### src/design/tcmc_pkg.sv
package tcmc_pkg;

  localparam int unsigned LINE_ADDR_BITS_DEF = 16;
  localparam int unsigned SHADOW_DEPTH_DEF   = 64;
  localparam int unsigned COUNTER_BITS_DEF   = 48;

  localparam int unsigned CFG_BITS = 7;
  localparam logic [CFG_BITS-1:0] SHADOW_LINES_RST = 7'd64;

  // The seen bitmap is stored as rows of 2**SEEN_ROW_LOG bits.
  localparam int unsigned SEEN_ROW_LOG = 5;

  typedef enum logic [1:0] {
    CLS_HIT  = 2'd0,
    CLS_COMP = 2'd1,
    CLS_CAP  = 2'd2,
    CLS_CONF = 2'd3
  } miss_class_e;

  typedef enum logic {
    OP_HIT  = 1'b0,
    OP_MISS = 1'b1
  } op_e;

  typedef struct packed {
    logic clear_step;
    logic capture;
    logic scan_step;
    logic finish;
  } dp_cmd_t;

  typedef struct packed {
    logic clear_last;
    logic scan_done;
    logic out_free;
  } dp_status_t;

endpackage

### src/design/tcmc_ctrl.sv
module tcmc_ctrl (
  input  logic                 clk_i,
  input  logic                 rst_ni,
  input  logic                 in_valid_i,
  output logic                 in_ready_o,
  input  tcmc_pkg::dp_status_t status_i,
  output tcmc_pkg::dp_cmd_t    cmd_o
);
  import tcmc_pkg::*;

  typedef enum logic [3:0] {
    ST_CLEAR = 4'b0001,
    ST_IDLE  = 4'b0010,
    ST_SCAN  = 4'b0100,
    ST_DONE  = 4'b1000
  } state_e;

  state_e state_q, state_d;

  always_comb begin
    state_d    = state_q;
    cmd_o      = '0;
    in_ready_o = 1'b0;
    case (state_q)
      ST_CLEAR: begin
        cmd_o.clear_step = 1'b1;
        if (status_i.clear_last) begin
          state_d = ST_IDLE;
        end
      end
      ST_IDLE: begin
        in_ready_o = 1'b1;
        if (in_valid_i) begin
          cmd_o.capture = 1'b1;
          state_d       = ST_SCAN;
        end
      end
      ST_SCAN: begin
        cmd_o.scan_step = 1'b1;
        if (status_i.scan_done) begin
          state_d = ST_DONE;
        end
      end
      ST_DONE: begin
        if (status_i.out_free) begin
          cmd_o.finish = 1'b1;
          state_d      = ST_IDLE;
        end
      end
      default: begin
        state_d = ST_IDLE;
      end
    endcase
  end

  always_ff @(posedge clk_i or negedge rst_ni) begin
    if (!rst_ni) begin
      state_q <= ST_CLEAR;
    end else begin
      state_q <= state_d;
    end
  end

endmodule

### config.mk
export PLATFORM = sky130hd
export DESIGN_NAME = tcmc_ctrl
export DESIGN_NICKNAME = d
export VERILOG_FILES = /design/src/design/tcmc_pkg.sv /design/src/design/tcmc_ctrl.sv
export SDC_FILE = /design/constraint.sdc
export NUM_CORES = 1
export LEC_CHECK = 0
export CAP_MARGIN = 20
export CORE_AREA = 4 4 41 43
export CTS_CLUSTER_SIZE = 12
export DETAILED_ROUTE_END_ITERATION = 6
export DIE_AREA = 0 0 45 47
export DONT_BUFFER_PORTS = 1
export SLEW_MARGIN = 25
export SYNTH_ARGS = -nofsm -noshare
export SYNTH_HDL_FRONTEND = slang
export SYNTH_SLANG_ARGS = --single-unit
### constraint.sdc
create_clock -name clk_i -period 1.65 [get_ports clk_i]
set_input_delay 0.495 -clock clk_i [delete_from_list [all_inputs] [get_ports clk_i]]
set_output_delay 0.495 -clock clk_i [all_outputs]
set_load 0.005 [all_outputs]
### Word level (Yosys, flattened, before mapping)

Cells that the tools add are included.

* bits in writable memories: 0
* output and inout port bits: 5
* bits in registers: 4
* bits in latches: 0
* memories: 0
* bits in read-only memories: 0
* logic and storage cells: 22
* input bits: 6

* magnitude comparators: 0
* equality and inequality tests: 8
* divide/modulo/power cells: 0
* shifts and indexed selects: 0
* bitwise logic cells: 0
* muxes and demuxes: 12
* reductions and logical operators: 1
* multipliers: 0
* add/sub/neg operators: 0

Operators by type and width (number)
* two-way mux 4 bit: 4
* case mux 4 bit (4 select lines): 1
* != test 2 bit, second input constant: 4
* two-way mux 1 bit: 7
* equality test 4 x 1 -> 1 bit, second input constant: 1
* equality test 4 x 2 -> 1 bit, second input constant: 1
* equality test 4 x 3 -> 1 bit, second input constant: 1
* equality test 4 bit, second input constant: 1
* AND reduction 4 bit: 1

### Longest topological paths before layout

Gate-level depths: netlist of run 1.

* word-level depth: 3
* mapped depth: 4
* mapped depth without buffers: 3

### Worst setup path before layout of run 1

OpenSTA, ideal clock, no wires.

* path type: reg2out
* from: register state_q[3]
* to: output cmd_o[1] (netlist bit)
* stages on the path, launching flop included: 4
* arrival: 0.996 ns
* slack: 0.159 ns
* data required time: 1.155 ns
* buffers on the path: 2
* path through: dfrtp_1 -> buf_6 -> nor4b_1 -> buf_4

RTL lines
* from (decl): line tcmc_ctrl.sv:18 `state_e state_q, state_d;`
* from (signal assigned): line tcmc_ctrl.sv:60 `state_q <= state_d;`
* to (decl): line tcmc_ctrl.sv:7 `output tcmc_pkg::dp_cmd_t cmd_o`

### Worst setup path in the final report of run 1

* from: register state_q[3]
* to: output cmd_o[1] (netlist bit)

* word-level cells in the longest chain between the ends: 2

RTL lines
* equality test 4 x 3 -> 1 bit: line tcmc_ctrl.sv:24 `case (state_q)`
* two-way mux 1 bit: line tcmc_ctrl.sv:24

Every way passes these cells.

==> out/metrics.yaml, run 1 <==
outcome: "finished with violations"
failed_checks: "setup timing"
crit_slowest_cell: "dfrtp_2"
synth-async-reset-ratio_pct: 100
top_regs: "state_q: 4 flops"
yosys_warnings: 0
die_w_um: 45
max-clock-path-buffers: 2
grt_overflow: 0
cts_root_buf: "clkbuf_4"
ys_ff_latch: 4
via_count: 216
cts_made_buffers: 3
maxCapViolCount: 0
crit_chain: "nor4b_1 -> buf_4"
ant_nets: 0
synth_edf_count: 0
initial_core_util_pct: 20.3
grtUsageTotal_pct: 7.38
core-area_um2: 1300
fin_crit_sh_pct: 102
grt_max_degree: 10
synth_cells: 27
cp_top_family: "flip-flops"
min_period_ns: 1.69
wirelength_um: 621
crit_buf_inv: 1
r2r-start: "state_q[0]"
die_h_um: 47
yosysSeqAreaShare_pct: 38.4
max_flop_register: "state_q"
final-max-slew-violation-count: 0
routedWlPerCell_um: 12.4
final_cell_mix: "3 x clkbuf_4, 3 x buf_4, 3 x dfrtp_2"
slew_headroom_pct: 76.4
avgSynthCellArea_um2: 9.78
dpl.hpwl_um: 431
drive_gt1_share_pct: 45.7
syn_area_um2: 264
min_path_type: "input port to asynchronous set/reset pin"
setup_tns_ns: -0.0749
setup_violations: 2
crit_path_max_incr_delay_ns: 0.45
htreeDepth: 1
skew_ns: 0.00422
tritoncts: "yes"
crit_fanout: 6
cp-start-kind: "register"
end_kind: "primary output"
worst_pin_slew_ns: 0.351
max_freq_mhz: 592
area_growth_pct: 39.3
first_iter_violations: 5
layout_setup_ws_ns: -0.0391
clkSlewWorstSetupHoldPaths_ns: 0.04
clk_latency_ns: 0.24
ir_drop_mv: 0.304
largest_reg_flops: 4
rsz0062_at_grt: "yes"
crit_required_ns: 1.15
firstDrtPassIters: 2
dieArea_um2: 2120
ff2ff_path_depth: 4
power.leakage_nw: 0.149
finalWeightedCongestion: 0.702
cts.sinks: 4
grt_pass1_wl_um: 1040
final_area_um2: 368
place_area_um2: 287
r2r-end: "state_q[1]"
row_count: 13
num_io_pins: 11
p_per_area_nw_per_um2: 1400
grt_pass1_vias: 240
crit_arrival_ns: 1.19
yosys.cell_types.count: 21
drc_errors: 0
viasPerCell: 4.32
critPathKind: "register to primary output"
port_buffers: 0
nNetsFinal: 42
synth_flop_cell: "dfrtp_1"
insertedDiodeCount: 0
hold_viol_final: 0
antenna_found_initial: 0
ff2ff_setup_slack_ns: 0.27
synth_nets: 33
## per-stage QoR
step                worst slack, ns  util, %  total power, mW  instances  hold WS, ns
finish                      -0.0391     28.3            0.514         50        0.103
global route                 -0.124     28.3            0.560         50       0.0856
CTS                         -0.0585     28.2            0.522         50       0.0913
detailed placement            0.130     22.0            0.335         43        0.200
global placement              0.115     22.0            0.336         43        0.200
floorplan                     0.159        -            0.290         27        0.199
## cells in the mapped netlist (2+ instances only)
master | count | area [µm²]
dfrtp_1 | 3 | 75.1
nand2_1 | 2 | 7.51
a21oi_1 | 2 | 10.0
nor4b_1 | 2 | 17.5
nor2_1 | 2 | 7.51
## where the power goes
part	total, mW	switching [mW]	leakage, nW	internal (mW)
combinational	0.184	0.0626	0.0901	0.121
sequential	0.195	0.0657	0.0438	0.130
clock	0.135	0.0442	0.0150	0.0910
## cell type report
class	instances	area, µm²
Fill cell	149	933
Multi-Input combinational cell	20	158
Sequential cell	4	105
Timing Repair Buffer	6	56.3
Clock buffer	4	26.3
Tap cell	15	18.8
Inverter	1	3.75
## worst reg2reg max path: stages (launching register included)
cell,delay (ns)
dfstp_2,0.55
buf_12,0.12
or3b_1,0.35
a211oi_2,0.18
a21oi_1,0.06
## worst max path at each step
stage	endpoint	startpoint	depth (start not counted)	slack, ns
after floorplan	cmd_o[1]	state_q[3]	3	0.16
after global placement	cmd_o[2]	state_q[3]	2	0.12
after detailed placement	cmd_o[2]	state_q[3]	2	0.13
after CTS	cmd_o[2]	state_q[3]	2	-0.06
after global routing	cmd_o[2]	state_q[3]	2	-0.12
final	cmd_o[1]	state_q[3]	2	-0.04
## metal layers
layer  wire length [µm]  vias up  global-route usage (%)
li1                   -      111                       -
met1                266       98                    8.53
met2                297        7                    9.60
met3                 57        0                    3.83
met4                  0        0                    7.02
met5                  0        -                       0
## timing repair
action	CTS	global route
hold buffers	1	0
hold endpoints to repair	3	0
buffers inserted	2	0
gates resized for setup	5	1
setup endpoints to repair	5	4
pin swaps	0	1
## cells by family after synthesis
| logic type | Yosys count | synth area share (%) |
|---|---|---|
| buffers and inverters | 3 | 8.53 |
| DFF | 4 | 38.4 |
| and+or+nand+nor | 15 | 39.3 |
| AOI/OAI and AO/OA | 5 | 13.7 |
Power figures use the tool's default switching activity.
==> run 2, diff against run 1 <==
==> constraint.sdc (replaced) <==
create_clock -name clk_i -period 1.4 [get_ports clk_i]
set_input_delay 0.42 -clock clk_i [delete_from_list [all_inputs] [get_ports clk_i]]
set_output_delay 0.42 -clock clk_i [all_outputs]
set_load 0.005 [all_outputs]
==> run 2 against run 1 <==
  * The flow still finishes with violations (setup timing)
  * Sequential cell count is the same
  * Worst setup slack worse by 0.15 ns
  * Wire length rose by 16%
  * Cell count grew 8.0%
  * Die area did not move
  * Worst hold slack worse by 0.074 ns
  * Global-route usage up 1.7 points
  * Clock power increased by 16%
  * Critical path type unchanged
  * Highest routed layer unchanged
==> out/metrics.yaml, run 2 (synthesized netlist as in run 1, its figures left out) <==
port_buffers: 0
critical_path.endpoint: "cmd_o[2]"
dieArea_um2: 2120
r2r-start: "state_q[0]"
clk_latency_ns: 0.23
cts_root_buf: "clkbuf_4"
critPathKind: "register to primary output"
cts.sinks: 4
htreeDepth: 1
hold_viol_final: 0
routedWlPerCell_um: 13.4
die_w_um: 45
fin_crit_sh_pct: 114
row_count: 13
first_iter_violations: 3
crit_required_ns: 0.98
max_freq_mhz: 628
p_per_area_nw_per_um2: 1610
drc_errors: 0
dpl.hpwl_um: 471
final_cell_mix: "8 x buf_4, 3 x clkbuf_4, 3 x dfrtp_2"
slew_headroom_pct: 78.7
place_inst: 46
finalWeightedCongestion: 0.729
r2r-end: "state_q[1]"
power.leakage_nw: 0.175
total_power_mw: 0.666
max-clock-path-buffers: 2
cp.depth: 2
ff2ff_setup_slack_ns: 0
crit_arrival_ns: 1.17
layout_setup_ws_ns: -0.192
grt_overflow: 0
cp-startpoint: "state_q[3]"
layout.cells.most_common: "buf_4"
skew_ns: 0.00190
largest_reg_flops: 4
crit_slowest_cell: "dfrtp_2"
ant_nets: 0
rsz0062_at_grt: "yes"
hold_slack_ns: 0.0289
place_area_um2: 337
maxCapViolCount: 0
nNetsFinal: 46
crit_path_max_incr_delay_ns: 0.45
crit_fanout: 5
clkSlewWorstSetupHoldPaths_ns: 0.04
grt_max_degree: 9
min_path_type: "input port to asynchronous set/reset pin"
max_flop_register: "state_q"
firstDrtPassIters: 3
end_kind: "primary output"
viasPerCell: 4.48
crit_buf_inv: 0
grt_pass1_wl_um: 1210
outcome: "finished with violations"
cp_top_family: "simple AND/OR/NAND/NOR gates"
fin_cells: 54
top_regs: "state_q: 4 flops"
worst_pin_slew_ns: 0.319
antenna_found_initial: 0
cp-start-kind: "register"
num_io_pins: 11
final-max-slew-violation-count: 0
drive_gt1_share_pct: 59.0
grtUsageTotal_pct: 9.05
area_growth_pct: 56.9
insertedDiodeCount: 0
setup_violations: 6
tritoncts: "yes"
cts_made_buffers: 3
core-area_um2: 1300
ir_drop_mv: 0.675
crit_chain: "nor4b_4 -> and2_4"
wirelength_um: 721
ff2ff_path_depth: 4
initial_core_util_pct: 20.3
min_period_ns: 1.59
die_h_um: 47
grt_pass1_vias: 264
failed_checks: "setup timing"
final_area_um2: 414
via_count: 242
-- run 2: cell count changes in the layout (fill, tap and decap cells not counted), sizes merged --
cell,previous run,this run
buf,5,9
-- run 2: how the worst min path moves through the flow --
stage	slack (ns)	endpoint	start	depth (start not counted)
floorplan	0.12	state_q[1]	rst_ni	0
global placement	0.12	state_q[3]	rst_ni	0
detailed placement	0.12	state_q[1]	rst_ni	0
CTS	0.02	state_q[0]	rst_ni	0
global route	0.01	state_q[0]	rst_ni	0
finish	0.03	state_q[0]	rst_ni	0
-- run 2: power breakdown --
group / switching (mW) / internal, mW / total [mW]
sequential: 0.0805 / 0.153 / 0.233
clock: 0.0501 / 0.107 / 0.157
combinational: 0.0905 / 0.185 / 0.276
total: 0.221 / 0.445 / 0.666
-- run 2: cell type report --
| class | count | area, µm² |
|---|---|---|
| fillers | 148 | 887 |
| multi-input cells | 20 | 170 |
| flip-flops and latches | 4 | 105 |
| repair buffers | 10 | 90.1 |
| clock buffers | 4 | 26.3 |
| well taps | 15 | 18.8 |
| inverters | 1 | 3.75 |
-- run 2: layer usage --
metal  wire length [µm]  up-vias  GRT usage [%]
li1                   -      120              -
met1                280      114           10.1
met2                365        8           11.9
met3                 74        0           3.83
met4                  0        0           10.5
met5                  0        -              0
-- run 2: timing repair --
| action | 4_1_cts | 5_1_grt |
|---|---|---|
| cloned | 0 | 0 |
| setup endpoints to repair | 5 | 5 |
| gates resized for setup | 6 | 0 |
| hold endpoints to repair | 3 | 0 |
| hold buffers | 1 | 0 |
| pin swaps | 1 | 1 |
| buffers inserted | 1 | 2 |
-- run 2: stage by stage --
step | setup TNS [ns] | setup WS, ns | util [%]
3_5_place_dp | -0.0115 | -0.0115 | 25.9
3_3_place_gp | -0.0218 | -0.0218 | 25.9
5_1_grt | -1.25 | -0.294 | 31.8
6_report | -0.755 | -0.192 | 31.8
2_1_floorplan | 0 | 0.0262 | -
4_1_cts | -0.897 | -0.215 | 30.7
